<file path="src/sv/rlpd_pkg.sv">
// Shared constants, types and the local maximum test for the raster peak detector.
package rlpd_pkg;

    localparam int MAX_COLS    = 1024;
    localparam int MAX_ROWS    = 1024;
    localparam int PIXEL_BITS  = 16;

    localparam int COL_BITS    = $clog2(MAX_COLS);
    localparam int ROW_BITS    = $clog2(MAX_ROWS);
    localparam int DIM_BITS    = 11;
    localparam int COUNT_BITS  = 21;
    localparam int CFG_BITS    = 11;

    localparam int QUEUE_DEPTH = 4;
    localparam int QPTR_BITS   = $clog2(QUEUE_DEPTH);
    localparam int QCOUNT_BITS = $clog2(QUEUE_DEPTH + 1);

    localparam logic REG_GRID_ROWS = 1'b0;
    localparam logic REG_GRID_COLS = 1'b1;

    // Result slots of one request, in the order they are delivered.
    localparam logic [1:0] SLOT_UP_LEFT = 2'd0;
    localparam logic [1:0] SLOT_UP      = 2'd1;
    localparam logic [1:0] SLOT_LEFT    = 2'd2;
    localparam logic [1:0] SLOT_HERE    = 2'd3;

    typedef logic [PIXEL_BITS-1:0] pixel_t;

    typedef struct packed {
        logic [ROW_BITS-1:0] row;
        logic [COL_BITS-1:0] col;
        logic [3:0]          mask;
        logic [3:0]          peak;
        logic                frame_end;
    } decision_t;

    function automatic logic is_local_max(pixel_t centre, pixel_t nb [8], logic [7:0] used);
        logic ok;
        ok = 1'b1;
        for (int k = 0; k < 8; k++) begin
            if (used[k] && (nb[k] >= centre))
            begin
                ok = 1'b0;
            end
        end
        return ok;
    endfunction

endpackage

</file>
<file path="src/sv/rlpd_if.sv">


interface rlpd_result_if import rlpd_pkg::*; ();
    logic                  valid;
    logic                  ready;
    logic [DIM_BITS-1:0]   pixel_row;
    logic [DIM_BITS-1:0]   pixel_col;
    logic                  is_peak;
    logic [COUNT_BITS-1:0] peak_total;
    logic                  run_end;

    modport source (output valid, output pixel_row, output pixel_col, output is_peak,
                    output peak_total, output run_end, input ready);
    modport sink (input valid, input pixel_row, input pixel_col, input is_peak,
                  input peak_total, input run_end, output ready);
endinterface

</file>
<file path="src/sv/rlpd_back.sv">
// Back end: splits each queued request into results, keeps the peak count, drives the output.
module rlpd_back import rlpd_pkg::*; (
    input  logic       clk,
    input  logic       rst_n,
    input  logic       restart,
    input  decision_t  head,
    input  logic       empty,
    output logic       pop,
    rlpd_result_if.source results
);

    logic [3:0]            done_mask_reg;
    logic [3:0]            done_mask_next;
    logic [3:0]            pending;
    logic [1:0]            sel;
    logic                  last;
    logic                  load;
    logic                  peak;
    logic [COUNT_BITS-1:0] count_reg;
    logic [COUNT_BITS-1:0] count_next;
    logic [COUNT_BITS-1:0] total;
    logic                  out_valid_reg;
    logic [DIM_BITS-1:0]   out_row_reg;
    logic [DIM_BITS-1:0]   out_col_reg;
    logic                  out_peak_reg;
    logic [COUNT_BITS-1:0] out_total_reg;
    logic                  out_end_reg;

    assign pending = head.mask & ~done_mask_reg;

    always_comb
    begin
        priority if (pending[SLOT_UP_LEFT])
        begin
            sel = SLOT_UP_LEFT;
        end
        else if (pending[SLOT_UP])
        begin
            sel = SLOT_UP;
        end
        else if (pending[SLOT_LEFT])
        begin
            sel = SLOT_LEFT;
        end
        else
        begin
            sel = SLOT_HERE;
        end
    end

    assign last  = ((pending & (pending - 1'b1)) == '0);
    assign load  = !empty && (!out_valid_reg || results.ready);
    assign pop   = load && last;
    assign peak  = head.peak[sel];
    assign total = count_reg + COUNT_BITS'(peak);

    always_comb
    begin
        done_mask_next = done_mask_reg;
        count_next     = count_reg;
        if (restart)
        begin
            done_mask_next = '0;
            count_next     = '0;
        end
        else if (load)
        begin
            done_mask_next = last ? 4'b0000 : (done_mask_reg | (4'b0001 << sel));
            count_next     = (last && head.frame_end) ? '0 : total;
        end
    end

    always_ff @(posedge clk or negedge rst_n)
    begin
        if (!rst_n)
        begin
            done_mask_reg <= '0;
            count_reg     <= '0;
            out_valid_reg <= 1'b0;
        end
        else
        begin
            done_mask_reg <= done_mask_next;
            count_reg     <= count_next;
            if (load)
            begin
                out_valid_reg <= 1'b1;
            end
            else if (results.ready)
            begin
                out_valid_reg <= 1'b0;
            end
        end
    end

    // The stored position is that of the newest pixel; the upper slots sit one row above it
    // and the left slots one column to its left, which the count from one cancels.
    always_ff @(posedge clk)
    begin
        if (load)
        begin
            out_row_reg   <= DIM_BITS'(head.row) + DIM_BITS'(sel[1]);
            out_col_reg   <= DIM_BITS'(head.col) + DIM_BITS'(sel[0]);
            out_peak_reg  <= peak;
            out_total_reg <= total;
            out_end_reg   <= last;
        end
    end

    assign results.valid      = out_valid_reg;
    assign results.pixel_row  = out_row_reg;
    assign results.pixel_col  = out_col_reg;
    assign results.is_peak    = out_peak_reg;
    assign results.peak_total = out_total_reg;
    assign results.run_end    = out_end_reg;

    a_head_has_work: assert property (@(posedge clk) disable iff (!rst_n)
        !empty |-> (head.mask != '0))
        else $error("queued request without results");

    a_done_subset: assert property (@(posedge clk) disable iff (!rst_n)
        !empty |-> ((done_mask_reg & ~head.mask) == '0))
        else $error("delivered slot not in the request");

    a_frame_clear: assert property (@(posedge clk) disable iff (!rst_n)
        (load && last && head.frame_end && !restart) |=> (count_reg == '0))
        else $error("peak count not cleared at frame end");

endmodule
</file>
<file path="src/flat_wrapper.sv">
// flat-port wrapper written by rule: the top's interface ports become plain ports
module rlpd_back_flat import rlpd_pkg::*;
  (clk, rst_n, restart, head, empty, pop, results_valid, results_pixel_row, results_pixel_col, results_is_peak, results_peak_total, results_run_end, results_ready);
  rlpd_result_if results_i ();
  input  logic clk;
  input  logic rst_n;
  input  logic restart;
  input  decision_t head;
  input  logic empty;
  output logic pop;
  output wire logic [$bits(results_i.valid)-1:0] results_valid;
  output wire logic [$bits(results_i.pixel_row)-1:0] results_pixel_row;
  output wire logic [$bits(results_i.pixel_col)-1:0] results_pixel_col;
  output wire logic [$bits(results_i.is_peak)-1:0] results_is_peak;
  output wire logic [$bits(results_i.peak_total)-1:0] results_peak_total;
  output wire logic [$bits(results_i.run_end)-1:0] results_run_end;
  input wire logic [$bits(results_i.ready)-1:0] results_ready;
  assign results_valid = results_i.valid;
  assign results_pixel_row = results_i.pixel_row;
  assign results_pixel_col = results_i.pixel_col;
  assign results_is_peak = results_i.is_peak;
  assign results_peak_total = results_i.peak_total;
  assign results_run_end = results_i.run_end;
  assign results_i.ready = results_ready;
  rlpd_back u_core (.clk(clk), .rst_n(rst_n), .restart(restart), .head(head), .empty(empty), .pop(pop), .results(results_i));
endmodule
</file>
<file path="config.mk">
export PLATFORM = sky130hd
export DESIGN_NAME = rlpd_back_flat
export DESIGN_NICKNAME = d
export VERILOG_FILES = /design/src/sv/rlpd_pkg.sv /design/src/sv/rlpd_if.sv /design/src/sv/rlpd_back.sv /design/src/flat_wrapper.sv
export SDC_FILE = /design/constraint.sdc
export NUM_CORES = 1
export LEC_CHECK = 0
export BUFFER_PORTS_ARGS = -buffer_cell sky130_fd_sc_hd__buf_2
export CELL_PAD_IN_SITES_DETAIL_PLACEMENT = 1
export CELL_PAD_IN_SITES_GLOBAL_PLACEMENT = 2
export CORE_MARGIN = 4
export CORE_UTILIZATION = 25
export DETAILED_ROUTE_END_ITERATION = 12
export HOLD_SLACK_MARGIN = 0.03
export PLACE_DENSITY_LB_ADDON = 0.1
export SYNTH_ARGS = -nofsm -noshare
export SYNTH_HDL_FRONTEND = slang
export SYNTH_SLANG_ARGS = --single-unit
export TNS_END_PERCENT = 50
</file>
<file path="constraint.sdc">
create_clock -name clk -period 7.7 [get_ports clk]
set_clock_uncertainty 0.2 [all_clocks]
set_input_delay 1.54 -clock clk [delete_from_list [all_inputs] [get_ports clk]]
set_output_delay 1.54 -clock clk [all_outputs]
set_load 0.01 [all_outputs]
</file>
==> results.cfg, run 1 <==
[status]
status = finished clean

[final_layout]
register_area_mm2 = 0.00200
area_growth_pct = 27.3
drive_above_1_share = 0.284
fin_cells = 546
mostFrequentLayoutCell = buf_2
layout_common_cells = buf_2, edfxtp_1, nand2_1, dfrtp_1, xnor2_1
antenna_cells = 0
fin_nets = 405
fill_cells = 1491
finish.utilization = 0.323
multiInputGateArea_mm2 = 0.00128
post-route-cell-area_mm2 = 0.00426

[power]
intPower_mw = 0.747
power_switching_mw = 0.214
p_clk_frac = 0.465
p_leak_nw = 1.74
ir_drop_v = 0.0000866
power_frac_seq = 0.447
p_sw_frac = 0.223
powerDensity_mw_per_mm2 = 225
power_mw = 0.961
p_comb_frac = 0.088

[floorplan]
start_util = 0.254
rows = 42
fp.coreArea_mm2 = 0.0132
dieHeight_um = 124
ios = 81
dieArea_mm2 = 0.0153
fp.dieW_um = 124

[clock_tree]
hold_buffers = 0
h-tree-depth = 3
cts_buffers = 9
cts_resized = 0
cts_root_buf = clkbuf_16
postCtsSetupRepairBufs = 0
clk_latency_ps = 330
tritoncts = yes
clockBufferDepth = 2
cts.clk_slew.worst_paths_ps = 50
clock-sinks = 71

[hold_path]
worstHoldPathType = reg2reg
hp-start = u_core.done_mask_reg[1]
min_to = u_core.done_mask_reg[1]
min_delay_path_depth = 2

[sta]
period_share = 0.594
rsz0062_at_grt = false
finalCriticalPeriod_ps = 4570
setup_violations = 0
fmax_ghz = 0.219
fin_tns_setup_ps = 0
slew_headroom = 0.254
finalMaxSlewViolations = 0
worst_pin_slew_ps = 1120
hold_viol_final = 0

[detailed_routing]
drt-initial-drc-count = 136
drc = 0
ant_nets = 0
vias_per_cell = 4.45
wl_mm = 8.55
routedWlPerCell_um = 15.7
firstDrtPassIters = 4
vias = 2431

[placed_design]
place_inst = 530
placed_area_mm2 = 0.00394
gp_congestion = 0.717
port_buffers = 80
dp.final_hpwl_mm = 6.06

[yosys]
synth_top_family_by_area = simple AND/OR/NAND/NOR gates
syn_area_mm2 = 0.00335
syn-instance-count = 279
synth-edff-count = 45
syn-num-nets = 319
synthFlopType = edfxtp_1
synthMuxAreaShare = 0.00897
synthAdderAreaFrac = 0.0254
yosysWarnings = 0
synthXorXnorAreaFrac = 0.0864
synth_compound_area_frac = 0.0841
avgSynthCellArea_um2 = 12.0
ys_ff_latch = 71
async_reset_ff_frac = 0.366
yosysSeqAreaShare = 0.598
ys_types = 45
synthSimpleGateAreaFrac = 0.176

[setup_path]
end_kind = primary output
crit_fanout = 7
crit_arrival_ps = 2830
start_kind = input port
timing.rr.start = u_core.done_mask_reg[2]
worstPathRequired_ps = 5960
timing.rr.end = u_core.count_reg[16]
reg2reg_slack_ps = 4160
critical_path_class = in2out
rr_worst_depth = 12

[global_route]
grt_max_degree = 46
grt_use_total = 0.116
grt_antenna_before_repair = 0
grt_pass1_wl_mm = 13.4
grt_pass1_vias = 2589
grt_overflow = 0

[run]
max_cap_viol_count = 0
[synth_stat cells, types with 4 or more instances]
master	count	area, um^2
a22o_1	6	52.6
and3_1	10	62.6
dfrtp_1	26	651
nand4_1	5	31.3
edfxtp_1	45	1350
nand3_1	24	120
ha_1	6	75.1
inv_1	9	33.8
nand2_1	26	97.6
nor2_1	12	45.0
nand2b_1	4	25.0
xor2_1	8	70.1
and4_1	5	43.8
a31oi_1	7	43.8
a21oi_1	16	80.1
xnor2_1	25	219
[cells by family after synthesis]
| kind of cell | Yosys count |
|---|---|
| compound gates | 42 |
| fa+ha+maj | 7 |
| simple gates | 108 |
| mux | 3 |
| flops | 71 |
| buf+inv | 15 |
| xor+xnor | 33 |
[per-layer routing]
layer / vias to the layer above / wire (um) / global-route usage
met5: - / 0 / 0
met4: 0 / 63 / 0.0291
met3: 6 / 659 / 0.0359
met2: 69 / 3840 / 0.189
met1: 1158 / 3990 / 0.150
li1: 1198 / - / -
[critical path, cell delays in order]
cell and delay, ps:
buf_2 110, nor2b_1 190, o311ai_2 560, and3_1 290, buf_2 140
[worst max path at each step]
stage / startpoint / to / slack (ps)
after floorplan: results_ready / pop / 2920
after global placement: head[7] / u_core.count_reg[16] / 2970
after detailed placement: head[7] / u_core.count_reg[16] / 2870
after CTS: head[5] / pop / 3090
after global routing: head[7] / u_core.count_reg[16] / 2910
final: head[5] / pop / 3130
[area by class of cell]
class / count / share of cell area
clock buffers: 12 / 0.0579
clock inverters: 4 / 0.0164
inverters: 9 / 0.00793
multi-input cells: 193 / 0.300
flip-flops and latches: 71 / 0.470
well taps: 176 / 0.0517
repair buffers: 81 / 0.0957
[stage by stage]
stage	hold slack [ps]	setup WS (ps)
2_1_floorplan	262	2920
3_3_place_gp	300	2970
3_5_place_dp	305	2870
4_1_cts	318	3090
5_1_grt	343	2910
6_report	314	3130
[power by group through the flow]
stage                     clock, mW  sequential [mW]  combinational, mW
after floorplan                   0            0.445             0.0355
after CTS                     0.463            0.430             0.0872
after global routing          0.478            0.431             0.0957
after global placement            0            0.437             0.0870
after detailed placement          0            0.437             0.0869
final                         0.447            0.429             0.0843
No activity file was read; power rests on OpenSTA's default activity.
==> run 2, diff against run 1 <==
--- a/config.mk
+++ b/config.mk
@@ -5,6 +5,7 @@
 export SDC_FILE = /design/constraint.sdc
 export NUM_CORES = 1
 export LEC_CHECK = 0
+export ABC_AREA = 1
 export BUFFER_PORTS_ARGS = -buffer_cell sky130_fd_sc_hd__buf_2
 export CELL_PAD_IN_SITES_DETAIL_PLACEMENT = 1
 export CELL_PAD_IN_SITES_GLOBAL_PLACEMENT = 2
==> constraint.sdc (replaced) <==
create_clock -name clk -period 4.53 [get_ports clk]
set_clock_uncertainty 0.2 [all_clocks]
set_input_delay 0.906 -clock clk [delete_from_list [all_inputs] [get_ports clk]]
set_output_delay 0.906 -clock clk [all_outputs]
set_load 0.01 [all_outputs]
==> run 2 against run 1 <==
Synthesized cell count grew 22%. Highest routed layer unchanged. Critical path type is now in2reg. Core utilization shrank 0.26 points. Worst setup slack lost 1500 ps.
==> results.cfg, run 2 <==
[placed_design]
dp_worst_setup_slack_ps = 1240
place_inst = 592
placed_area_mm2 = 0.00397
gp_congestion = 0.771
dp.final_hpwl_mm = 6.18
port_buffers = 80

[status]
status = finished clean

[final_layout]
area_growth_pct = 25.9
finish.utilization = 0.320
antenna_cells = 0
mostFrequentLayoutCell = nand2_1
drive_above_1_share = 0.257
post-route-cell-area_mm2 = 0.00424
fin_nets = 467
layout_common_cells = nand2_1, buf_2, edfxtp_1
fin_cells = 608
fill_cells = 1568

[power]
ir_drop_v = 0.000174
powerDensity_mw_per_mm2 = 358
power_mw = 1.52
p_leak_nw = 1.95

[yosys]
yosysTopAreaCellShare = 0.401
yosysMostFrequentCell = nand2_1
syn-instance-count = 339
synth_common_cells = nand2_1, edfxtp_1, inv_1
yosysSeqAreaShare = 0.594
synth_area_leaders = edfxtp_1, dfrtp_1, nand2_1, inv_1, nand3_1
ys_types = 27
ys_ff_latch = 71
syn_area_mm2 = 0.00337
synthFlopType = edfxtp_1
syn-num-nets = 379
async_reset_ff_frac = 0.366
avgSynthCellArea_um2 = 9.94
synth-edff-count = 45
yosysTopAreaCell = edfxtp_1
yosysWarnings = 0

[global_route]
grt_overflow = 0
grt_antenna_before_repair = 0
grt_use_total = 0.120
grt_util_met1 = 0.145
grt_max_degree = 46
grt_pass1_wl_mm = 13.8
grt_pass1_vias = 2691
use_met3 = 0.0282
busiest_layer = met2
gr-usage-met2 = 0.199

[clock_tree]
cts_buffers = 9
cts_root_buf = clkbuf_16
hold_buffers = 0
tritoncts = yes
clockBufferDepth = 2
h-tree-depth = 3
postCtsSetupRepairBufs = 0
clk_latency_ps = 330
cts_resized = 0
cts.clk_slew.worst_paths_ps = 50
clock-sinks = 71

[setup_path]
critical_path_class = in2reg
cp_slowest_stage_delay_ps = 260
crit_family = simple AND/OR/NAND/NOR gates
end_kind = flip-flop
crit_top_cell = nand2_1
cp_cell_sequence = buf_2, inv_1, nor2_1, o21ai_0, inv_1, nand2_1, a21oi_1, ha_1, ha_1, inv_1, nor2_1, nand2_2, nor2_4, nand2_1, nand2_1, nand2_1
worstPathRequired_ps = 4410
crit_fanout = 5
crit_slowest_cell = ha_1
crit_arrival_ps = 2800
cp_num_buf_inv = 4
start_kind = input port

[detailed_routing]
wl_mm = 8.49
drc = 0
ant_nets = 0
vias = 2541
vias_per_cell = 4.18
drt-initial-drc-count = 81
routedWlPerCell_um = 14.0
firstDrtPassIters = 4

[sta]
finalMaxSlewViolations = 0
rsz0062_at_grt = false
slew_headroom = 0.314
period_share = 0.643
hold_viol_final = 0
fin_ws_ps = 1620
whs_ps = 292
fin_tns_setup_ps = 0
finalCriticalPeriod_ps = 2910
worst_pin_slew_ps = 1030
setup_violations = 0
fmax_ghz = 0.343

[run]
max_cap_viol_count = 0

[floorplan]
ios = 81
start_util = 0.254
fp.coreArea_mm2 = 0.0132
fp.dieW_um = 124
rows = 42
dieArea_mm2 = 0.0154
dieHeight_um = 124

[hold_path]
worstHoldPathType = reg2reg
-- run 2: per-layer routing --
layer	part of all wire	routed length [um]
met5	0	0
met4	0.020	169
met3	0.057	480
met2	0.48	4060
met1	0.45	3780
-- run 2: report_power, final --
group          internal, mW  switching [mW]
Clock                 0.401           0.258
Sequential            0.724         0.00791
Combinational        0.0449          0.0847
Total                  1.17           0.351
-- run 2: kinds of logic after synthesis --
group / synth area share
AOI/OAI and AO/OA: 0.0212
xor gates and xnor gates: 0.0843
adders and majority gates: 0.0223
buffers and inverters: 0.0468
DFF: 0.594
and+or+nand+nor: 0.231
-- run 2: path summary, 6_finish.rpt --
| check | start | endpoint | slack, ps | cells after the start |
|---|---|---|---|---|
| worst max register to register | u_core.done_mask_reg[1] | u_core.results.peak_total[20] | 1830 | 16 |
| worst min register to register | u_core.count_reg[0] | u_core.count_reg[0] | 290 | 2 |
| worst min-delay path | u_core.count_reg[0] | u_core.count_reg[0] | 290 | 2 |
| min in group asynchronous | rst_n | u_core.done_mask_reg[0] | 410 | 1 |
| worst max-delay path | head[6] | u_core.results.peak_total[20] | 1620 | 16 |
| max in group asynchronous | rst_n | u_core.count_reg[19] | 3270 | 1 |
-- run 2: worst reg2reg max path: cells and delay by family (launching register included) --
family / cells / cell delay, ps
AO/OA/AOI/OAI: 2 / 310
adder cells (fa/ha/maj): 2 / 500
buffers and inverters: 3 / 200
flip-flops: 1 / 400
AND/OR/NAND/NOR: 9 / 830
-- run 2: final cells by class --
class	count	area, um^2	area share
sequential	71	2000	0.472
clock inverter	1	5.00	0.00118
multi-input combinational	229	1210	0.285
clock buffer	15	268	0.0631
tap	176	220	0.0519
inverter	36	138	0.0324
timing repair buffer	80	400	0.0944
