--- config.mk ---
export PLATFORM = sky130hd
export DESIGN_NAME = rlpd_queue
export DESIGN_NICKNAME = d
export VERILOG_FILES = /design/src/sv/rlpd_pkg.sv /design/src/sv/rlpd_queue.sv
export SDC_FILE = /design/constraint.sdc
export NUM_CORES = 1
export LEC_CHECK = 0
export BUFFER_PORTS_ARGS = -buffer_cell sky130_fd_sc_hd__buf_2
export CORE_MARGIN = 2
export CORE_UTILIZATION = 50
export DETAILED_ROUTE_END_ITERATION = 6
export HOLD_SLACK_MARGIN = 0.02
export PLACE_DENSITY = 0.71
export SYNTH_ARGS = -nofsm -noshare
export SYNTH_HDL_FRONTEND = slang
export SYNTH_SLANG_ARGS = --single-unit
--- constraint.sdc ---
create_clock -name clk -period 3.4 [get_ports clk]
set_clock_uncertainty 0.05 [all_clocks]
set_input_delay 0.17 -clock clk [delete_from_list [all_inputs] [get_ports clk]]
set_output_delay 0.17 -clock clk [all_outputs]
set_load 0.005 [all_outputs]
--- src/sv/rlpd_pkg.sv ---
// Shared constants, types and the local maximum test for the raster peak detector.
package rlpd_pkg;

    localparam int MAX_COLS    = 1024;
    localparam int MAX_ROWS    = 1024;
    localparam int PIXEL_BITS  = 16;

    localparam int COL_BITS    = $clog2(MAX_COLS);
    localparam int ROW_BITS    = $clog2(MAX_ROWS);
    localparam int DIM_BITS    = 11;
    localparam int COUNT_BITS  = 21;
    localparam int CFG_BITS    = 11;

    localparam int QUEUE_DEPTH = 4;
    localparam int QPTR_BITS   = $clog2(QUEUE_DEPTH);
    localparam int QCOUNT_BITS = $clog2(QUEUE_DEPTH + 1);

    localparam logic REG_GRID_ROWS = 1'b0;
    localparam logic REG_GRID_COLS = 1'b1;

    // Result slots of one request, in the order they are delivered.
    localparam logic [1:0] SLOT_UP_LEFT = 2'd0;
    localparam logic [1:0] SLOT_UP      = 2'd1;
    localparam logic [1:0] SLOT_LEFT    = 2'd2;
    localparam logic [1:0] SLOT_HERE    = 2'd3;

    typedef logic [PIXEL_BITS-1:0] pixel_t;

    typedef struct packed {
        logic [ROW_BITS-1:0] row;
        logic [COL_BITS-1:0] col;
        logic [3:0]          mask;
        logic [3:0]          peak;
        logic                frame_end;
    } decision_t;

    function automatic logic is_local_max(pixel_t centre, pixel_t nb [8], logic [7:0] used);
        logic ok;
        ok = 1'b1;
        for (int k = 0; k < 8; k++) begin
            if (used[k] && (nb[k] >= centre))
            begin
                ok = 1'b0;
            end
        end
        return ok;
    endfunction

endpackage

--- src/sv/rlpd_queue.sv ---
// Short queue of decided requests between the front and back ends.
module rlpd_queue import rlpd_pkg::*; (
    input  logic      clk,
    input  logic      rst_n,
    input  logic      push,
    input  decision_t push_data,
    output logic      full,
    input  logic      pop,
    output decision_t head,
    output logic      empty
);

    decision_t              slots_reg [QUEUE_DEPTH];
    logic [QPTR_BITS-1:0]   wr_ptr_reg;
    logic [QPTR_BITS-1:0]   rd_ptr_reg;
    logic [QCOUNT_BITS-1:0] count_reg;
    logic [QCOUNT_BITS-1:0] count_next;

    assign full  = (count_reg == QCOUNT_BITS'(QUEUE_DEPTH));
    assign empty = (count_reg == '0);
    assign head  = slots_reg[rd_ptr_reg];

    always_comb
    begin
        count_next = count_reg;
        if (push && !pop)
        begin
            count_next = count_reg + 1'b1;
        end
        else if (pop && !push)
        begin
            count_next = count_reg - 1'b1;
        end
    end

    always_ff @(posedge clk or negedge rst_n)
    begin
        if (!rst_n)
        begin
            wr_ptr_reg <= '0;
            rd_ptr_reg <= '0;
            count_reg  <= '0;
        end
        else
        begin
            if (push)
            begin
                wr_ptr_reg <= wr_ptr_reg + 1'b1;
            end
            if (pop)
            begin
                rd_ptr_reg <= rd_ptr_reg + 1'b1;
            end
            count_reg <= count_next;
        end
    end

    always_ff @(posedge clk)
    begin
        if (push)
        begin
            slots_reg[wr_ptr_reg] <= push_data;
        end
    end

    a_no_overflow: assert property (@(posedge clk) disable iff (!rst_n)
        push |-> !full)
        else $error("push into a full queue");

    a_no_underflow: assert property (@(posedge clk) disable iff (!rst_n)
        pop |-> !empty)
        else $error("pop from an empty queue");

    a_count_bound: assert property (@(posedge clk) disable iff (!rst_n)
        count_reg <= QCOUNT_BITS'(QUEUE_DEPTH))
        else $error("queue count out of range");

endmodule

==> qor.txt, run 1 <==
Worst-case vdd ir drop: 522 µV
Compound-Gate Fraction of Synth Area: 0.00109
Cell Pwr Density: 852 nW/µm²
Post-route minimum period: 2.58 ns
Clk pin slew, worst setup/hold paths: 0.06 ns
Worst r2r src: wr_ptr_reg[0]
CTS tree: yes
CTS Sinks: 123
Layout cells sized above 1: 0.420
Starting Density: 0.520
Worst-Skew Late Latency: 0.51 ns
Hold Violations, Final: 0
Hold path startpoint: push_data[9]
Gpl congestion: 0.734
Die Span Y: 99.7 µm
Port bufs: 63
Min Hold Slack: 0.356 ns
Synth area leaders: edfxtp_1 (76%), mux4_2 (14%), dfrtp_1 (3.8%)
DRT iter0 DRCs: 86
Mean post-synth cell area: 24.7 µm²
Final Max Slew Viols: 0
Outcome: completed
Total gr overflow: 0
Reg2Reg Setup Slack: 1.67 ns
RSZ-0062 raised after global routing: no
Worst Setup End Kind: output port
Seq cells post-synth: 123
Worst setup path class: flop to output port
Die X: 99.7 µm
Total negative slack: 0 ns
Post-Syn Instances: 185
CP required: 3.18 ns
Seq/Total Area, Yosys: 0.799
DRC violation count after routing: 0
Area delta synth->final: 30.1%
Critical Path Fanout Max: 24
CTS HTree Levels: 4
Top cell type's share of synthesized area: 0.761
Max FFs per register: 116
Yosys synthesis warning count: 0
Pre-Repair DR Iteration Count: 4
Layout net count: 340
Vias post-DR: 2208
Max_slew headroom: 0.463
Worst slew pin tran: 0.805 ns
Fmax: 388 MHz
Commonest cells after routing, fill and taps aside: edfxtp_1 (116), buf_2 (63), dlygate4sd3_1 (33)
Mux share of post-synthesis cell area: 0.146
Io pins: 64
Max cap viols: 0
CP startpoint kind: flop
CTS root buf: clkbuf_8
Crit path launch: rd_ptr_reg[0]
Post-DP HPWL: 4.57 mm
First-pass GRT wire length: 12.6 mm
Final setup viols: 0
Fillers: 570
CTS-repair resized insts: 0
Wire length per cell: 19.3 µm
Final Cycle Share: 0.758
Cts bufs inserted: 17
Ant diodes: 0
Synth Area in XOR/XNOR: 0.0115
Pre-CTS setup slack: 1.29 ns
Hold crit path type: input port to flop
Final setup margin: 0.823 ns
Leak: 0.00215 µW
Initial antenna violation count: 0
Post-route antenna net violation count: 0
Most common cell after layout, fill and taps aside: edfxtp_1
Placeable core area: 8810 µm²
Vias in the first global route: 2426
Die ar.: 9940 µm²
Arr. time, crit path: 2.36 ns
End-of-flow core utilization: 0.676
Synth cell types: 19
Cell taking the most area after synthesis: edfxtp_1
Post-Synthesis Net Count: 224
Clk buf depth: 2
DRT Wirelength: 8.16 mm
Dominant combinational cell family by area after synthesis: multiplexers
Adder-cell share of the synthesized area: 0.0180
Num rows: 34
Cell Area, Synth: 4580 µm²
Largest net degree at the start of global routing: 30
Synth Area in Simple Gates: 0.0107
Detail-routed via count per cell: 5.23
GRT Overall Usage: 0.180
-- Yosys cell counts (all sizes together) --
cell,count
nand2,2
o21ai,1
dfrtp,7
buf,5
nor2,1
mux4,29
nor3,1
xor2,4
fa,1
xnor2,2
mux2,1
edfxtp,116
and2,4
ha,5
inv,4
nor3b,1
clkbuf,1
-- routing by layer --
metal,up-vias,track usage,wire length [µm]
li1,1011,-,-
met1,1125,0.219,3350
met2,61,0.294,4300
met3,11,0.0668,386
met4,0,0.0748,113
met5,-,0,0
-- metrics by stage --
step | cell area (µm²) | total power [µW] | instances
floorplan | 4580 | 2900 | 185
global placement | 5030 | 3330 | 357
detailed placement | 5030 | 3360 | 357
CTS | 5950 | 5150 | 422
global route | 5950 | 5320 | 422
finish | 5950 | 5070 | 422
-- final cells by class --
type                            instances  area (µm²)  area share
Clock buffer                           17         414      0.0696
Clock inverter                         15         175      0.0294
Inverter                                4        15.0     0.00252
Multi-Input combinational cell         52         857       0.144
Sequential cell                       123        3660       0.615
Tap cell                              108         135      0.0227
Timing Repair Buffer                  103         698       0.117
-- critical path: stages, from the launching register on --
cell     delay, ns
dfrtp_2       0.89
buf_4         0.28
mux4_1        0.54
buf_2         0.14
-- timing repair --
action,in CTS,in global routing
hold buffers,33,0
buffers inserted,0,0
hold endpoints to repair,127,0
-- path summary, 6_finish.rpt --
kind / end / cells after the start
min in group asynchronous: wr_ptr_reg[1] / 3
hold reg to reg: rd_ptr_reg[1] / 1
hold / removal: slots_reg[3][9] / 2
setup / recovery: head[24] / 3
max in group asynchronous: rd_ptr_reg[0] / 3
setup reg to reg: slots_reg[3][11] / 3
-- logic make-up after synthesis --
kind of cell,Yosys count
fa+ha+maj,6
mux,30
buf+inv,10
flops,123
simple gates,9
compound gates,1
xor+xnor,6
-- report_power, final --
| group | switching [µW] | internal (µW) | leakage (µW) | total [µW] |
|---|---|---|---|---|
| logic | 527 | 636 | 0.000723 | 1160 |
| registers | 176 | 1990 | 0.00115 | 2170 |
| clock network | 628 | 1110 | 0.000280 | 1740 |
Power figures use the tool's default switching activity.
==> run 2, diff against run 1 <==
- clock period: 3.4 -> 2.6 ns (I/O delays scaled with it)
==> qor.txt, run 2 (synthesis results as in run 1) <==
RSZ-0062 raised after global routing: no
Detail-routed via count per cell: 5.24 (about the same)
Die ar.: 9940 µm² (unchanged)
Gpl congestion: 0.727 (-0.98%)
Starting Density: 0.520 (unchanged)
Worst-case vdd ir drop: 754 µV (+44%)
Layout cells sized above 1: 0.405 (-0.0153)
CTS hold repair buffers: 33 (unchanged)
Most common cell after layout, fill and taps aside: edfxtp_1
Reg2Reg Setup Slack: 0.81 ns (-0.86 ns)
Layout net count: 343 (+0.88%)
Final Cycle Share: 0.820
Final setup viols: 0 (unchanged)
Worst slew pin tran: 0.574 ns (-0.231 ns)
Area delta synth->final: 31.2%
Post-CTS setup buffers: 0 (unchanged)
CP startpoint kind: flop
Max cap viols: 0 (unchanged)
Min Hold Slack: 0.316 ns (-0.0397 ns)
Worst Setup End Kind: output port
Pre-Repair DR Iteration Count: 5 (+1)
Arr. time, crit path: 1.95 ns (-0.41 ns)
Vias post-DR: 2220 (+0.54%)
DRC violation count after routing: 0 (unchanged)
Worst-Skew Late Latency: 0.51 ns (about the same)
Worst setup path class: flop to output port
Outcome: completed
Met1 Wirelength: 3.41 mm (+1.6%)
CTS root buf: clkbuf_8
Reg2reg path depth: 4 (+1)
Total negative slack: 0 ns (unchanged)
CP max-delay cell: dfrtp_1
Total power: 6740 µW (+33%)
Leak: 0.00218 µW (+1.2%)
Post-route minimum period: 2.13 ns
Hold crit path type: input port to flop
Critical Path Fanout Max: 10 (-58%)
CTS Sinks: 123 (unchanged)
Total gr overflow: 0 (unchanged)
DR WL met2: 4.31 mm (+0.23%)
Post-DP HPWL: 4.94 mm (+8.0%)
Cts bufs inserted: 17 (unchanged)
CTS HTree Levels: 4 (unchanged)
Num rows: 34 (unchanged)
Clk buf depth: 2 (unchanged)
Fmax: 469 MHz
Post-route antenna net violation count: 0 (unchanged)
CP required: 2.42 ns (-0.76 ns)
Routed wl met3: 348 µm (-9.8%)
GRT Overall Usage: 0.181 (+0.00109)
Port bufs: 63 (unchanged)
Hold Violations, Final: 0 (unchanged)
Largest stage delay, worst path: 0.68 ns (-0.21 ns)
Max FFs per register: 116 (unchanged)
Cell Count, Final, Fillers Out: 424 (+0.47%)
Crit path launch: rd_ptr_reg[1]
Wire length per cell: 19.2 µm (-0.62%)
Placeable core area: 8810 µm² (unchanged)
Initial antenna violation count: 0 (unchanged)
First-pass GRT wire length: 12.8 mm (+2.0%)
Placed instance count: 360 (+0.84%)
CTS tree: yes
Worst Setup EP: head[28]
Largest net degree at the start of global routing: 21 (-30%)
Cell Pwr Density: 1120 nW/µm² (+32%)
Vias in the first global route: 2470 (+1.8%)
Final Max Slew Viols: 0 (unchanged)
Io pins: 64 (unchanged)
Commonest cells after routing, fill and taps aside: edfxtp_1 (116), buf_2 (63), dlygate4sd3_1 (33)
CTS-repair resized insts: 0 (unchanged)
R2R Path End: slots_reg[0][24]
Die X: 99.7 µm (unchanged)
DRT iter0 DRCs: 76 (-12%)
Max Used Layer: met4
Clk pin slew, worst setup/hold paths: 0.05 ns (about the same)
Max_slew headroom: 0.617 (+0.154)
DRT Wirelength: 8.14 mm (-0.15%)
Die Span Y: 99.7 µm (unchanged)
Ant diodes: 0 (unchanged)
Worst path cell trace: buf_4 > mux4_2 > buf_2
Worst r2r src: wr_ptr_reg[0]
-- run 2: critical path: cells and delay by family, from the launching register on --
family / cells / cell delay (ns)
muxes: 1 / 0.33
DFF: 1 / 0.68
buffers and inverters: 2 / 0.43
-- run 2: layout make-up --
type,count,area [µm²]
Inverter,4,15.0
Clock inverter,9,146
Tap cell,108,135
Fill cell,541,2800
Sequential cell,123,3660
Multi-Input combinational cell,52,857
Clock buffer,22,433
Timing Repair Buffer,106,758
-- run 2: report_power, final --
part           switching (µW)  internal (µW)
registers                 160           2610
logic                     778            895
clock network             761           1540
-- run 2: routing by layer --
layer | vias up | GRT usage
met5 | - | 0
met4 | 0 | 0.0664
met3 | 6 | 0.0639
met2 | 57 | 0.304
met1 | 1146 | 0.218
li1 | 1011 | -
-- run 2: worst min path at each step --
stage               slack [ns]  cells after the start    startpoint         endpoint
floorplan                -0.22                      0         rst_n     count_reg[0]
global placement         -0.07                      1         rst_n    wr_ptr_reg[1]
detailed placement       -0.07                      1         rst_n     count_reg[1]
CTS                       0.31                      2  push_data[4]  slots_reg[0][4]
global route              0.32                      2  push_data[8]  slots_reg[1][8]
finish                    0.32                      2  push_data[4]  slots_reg[3][4]
-- run 2: stage by stage --
| stage | worst slack [ns] | util | cell area [µm²] |
|---|---|---|---|
| final | 0.467 | 0.682 | 6000 |
| after global routing | 0.414 | 0.682 | 6000 |
| after CTS | 0.434 | 0.682 | 6000 |
| after detailed placement | 0.836 | 0.579 | 5090 |
| after global placement | 0.918 | 0.579 | 5090 |
| after floorplan | 0.818 | - | 4580 |
==> run 3, diff against run 2 <==
- clock period: 2.6 -> 2.1 ns (I/O delays scaled with it)
==> qor.txt, run 3 (synthesis results as in run 1) <==
CTS HTree Levels: 4 (unchanged)
CTS root buf: clkbuf_8
Total gr overflow: 0 (unchanged)
Post-DP HPWL: 4.93 mm (-0.14%)
Pre-Repair DR Iteration Count: 4 (-1)
CTS Sinks: 123 (unchanged)
Io pins: 64 (unchanged)
Wire length per cell: 19.4 µm (+1.2%)
Max cap viols: 0 (unchanged)
CP top delay family: multiplexers
Gpl congestion: 0.688 (-5.3%)
CP max-delay cell: mux4_1
Arr. time, crit path: 1.83 ns (-0.12 ns)
Layout cells sized above 1: 0.420 (+0.0150)
Final Cycle Share: 0.947
Worst Setup End Kind: output port
Clk pin slew, worst setup/hold paths: 0.05 ns (about the same)
Logic pwr share: 0.259 (+0.011)
Die Span Y: 99.7 µm (unchanged)
Leak: 0.00217 µW (-0.32%)
Worst-case vdd ir drop: 672 µV (-11%)
Sw Ratio: 0.262 (+0.00995)
Final setup viols: 0 (unchanged)
Hold Violations, Final: 0 (unchanged)
Vias post-DR: 2236 (+0.72%)
RSZ-0062 raised after global routing: no
Clk network pwr share: 0.323 (-0.018)
Area delta synth->final: 30.3%
Total negative slack: 0 ns (unchanged)
Die X: 99.7 µm (unchanged)
First-pass GRT wire length: 12.9 mm (+0.37%)
Worst-Skew Late Latency: 0.50 ns (about the same)
Pint: 5980 µW (+19%)
Ant diodes: 0 (unchanged)
Final Max Slew Viols: 0 (unchanged)
Worst setup path class: flop to output port
Worst slew pin tran: 0.368 ns (-0.207 ns)
Vias in the first global route: 2420 (-2.0%)
Detail-routed via count per cell: 5.24 (about the same)
Post-route minimum period: 1.99 ns
Placeable core area: 8810 µm² (unchanged)
CTS-repair resized insts: 0 (unchanged)
Bufs and invs on worst path: 2 (unchanged)
Placed instance count: 362 (+0.56%)
Cts bufs inserted: 17 (unchanged)
Net Switching: 2130 µW (+25%)
Starting Density: 0.520 (unchanged)
CP required: 1.95 ns (-0.47 ns)
Layout net count: 345 (+0.58%)
Share of power burned in registers: 0.418 (+0.008)
Largest net degree at the start of global routing: 21 (unchanged)
Max_slew headroom: 0.754 (+0.137)
Cell Count, Final, Fillers Out: 427 (+0.71%)
DRT Wirelength: 8.30 mm (+1.9%)
Outcome: completed
Die ar.: 9940 µm² (unchanged)
Port bufs: 63 (unchanged)
Worst path cell trace: buf_12 > mux4_1 > buf_2
Commonest cells after routing, fill and taps aside: edfxtp_1 (116), buf_2 (63), dlygate4sd3_1 (33)
Fmax: 503 MHz
GRT Overall Usage: 0.183 (+0.00223)
Critical Path Fanout Max: 20 (+10)
Initial antenna violation count: 0 (unchanged)
Clk buf depth: 2 (unchanged)
Max FFs per register: 116 (unchanged)
Post-route antenna net violation count: 0 (unchanged)
Cell Pwr Density: 1360 nW/µm² (+21%)
DRT iter0 DRCs: 93 (+22%)
Hold crit path type: input port to flop
CP startpoint kind: flop
Post-route cell area: 5960 µm² (-0.69%)
Most common cell after layout, fill and taps aside: edfxtp_1
CTS tree: yes
Cell Area, Placed: 5080 µm² (-0.20%)
DRC violation count after routing: 0 (unchanged)
Largest stage delay, worst path: 0.59 ns (-0.09 ns)
Num rows: 34 (unchanged)
## run 3: cell count changes in the layout (fill, tap and decap cells not counted), sizes merged
cell      before  now
clkbuf        22   18
buf           73   75
clkinv         4   10
clkinvlp       1    2
bufinv         4    2
## run 3: metal layers
metal  GRT usage  share of wire
met3      0.0534          0.038
met1       0.223           0.41
met5           0              0
met2       0.308           0.54
met4      0.0790          0.012
## run 3: final timing paths
kind | from | endpoint | depth (start not counted) | slack [ns]
worst max register to register | wr_ptr_reg[1] | slots_reg[1][25] | 4 | 0.64
max in group asynchronous | rst_n | rd_ptr_reg[0] | 3 | 1.20
worst min-delay path | push_data[20] | slots_reg[3][20] | 2 | 0.30
worst min register to register | count_reg[2] | count_reg[2] | 1 | 0.46
min in group asynchronous | rst_n | count_reg[2] | 3 | 0.51
worst max-delay path | rd_ptr_reg[0] | head[24] | 3 | 0.11
## run 3: repair_timing
action	CTS	global route
buffers inserted	0	0
hold endpoints to repair	127	0
setup endpoints to repair	0	0
hold buffers	33	0
## run 3: metrics by stage
stage | total power [µW] | utilization | hold WS (ns) | setup slack (ns)
final | 8110 | 0.677 | 0.299 | 0.111
after global routing | 8510 | 0.677 | 0.289 | 0.0228
after CTS | 8200 | 0.677 | 0.283 | 0.0950
after detailed placement | 5530 | 0.577 | -0.0903 | 0.615
after global placement | 5460 | 0.577 | -0.0902 | 0.637
after floorplan | 4690 | - | -0.241 | 0.318
## run 3: power groups by stage
stage | Combinational (µW) | Sequential, µW | Clock, µW
floorplan | 1300 | 3390 | 0
global placement | 2060 | 3400 | 0
detailed placement | 2100 | 3430 | 0
CTS | 2150 | 3390 | 2660
global route | 2300 | 3430 | 2780
finish | 2100 | 3390 | 2620
## run 3: cell type report
class                   count  area (µm²)
inverters                   4        15.0
well taps                 108         135
fillers                   570        2840
multi-input cells          52         857
clock buffers              18         418
repair buffers            108         748
clock inverters            14         130
flip-flops and latches    123        3660
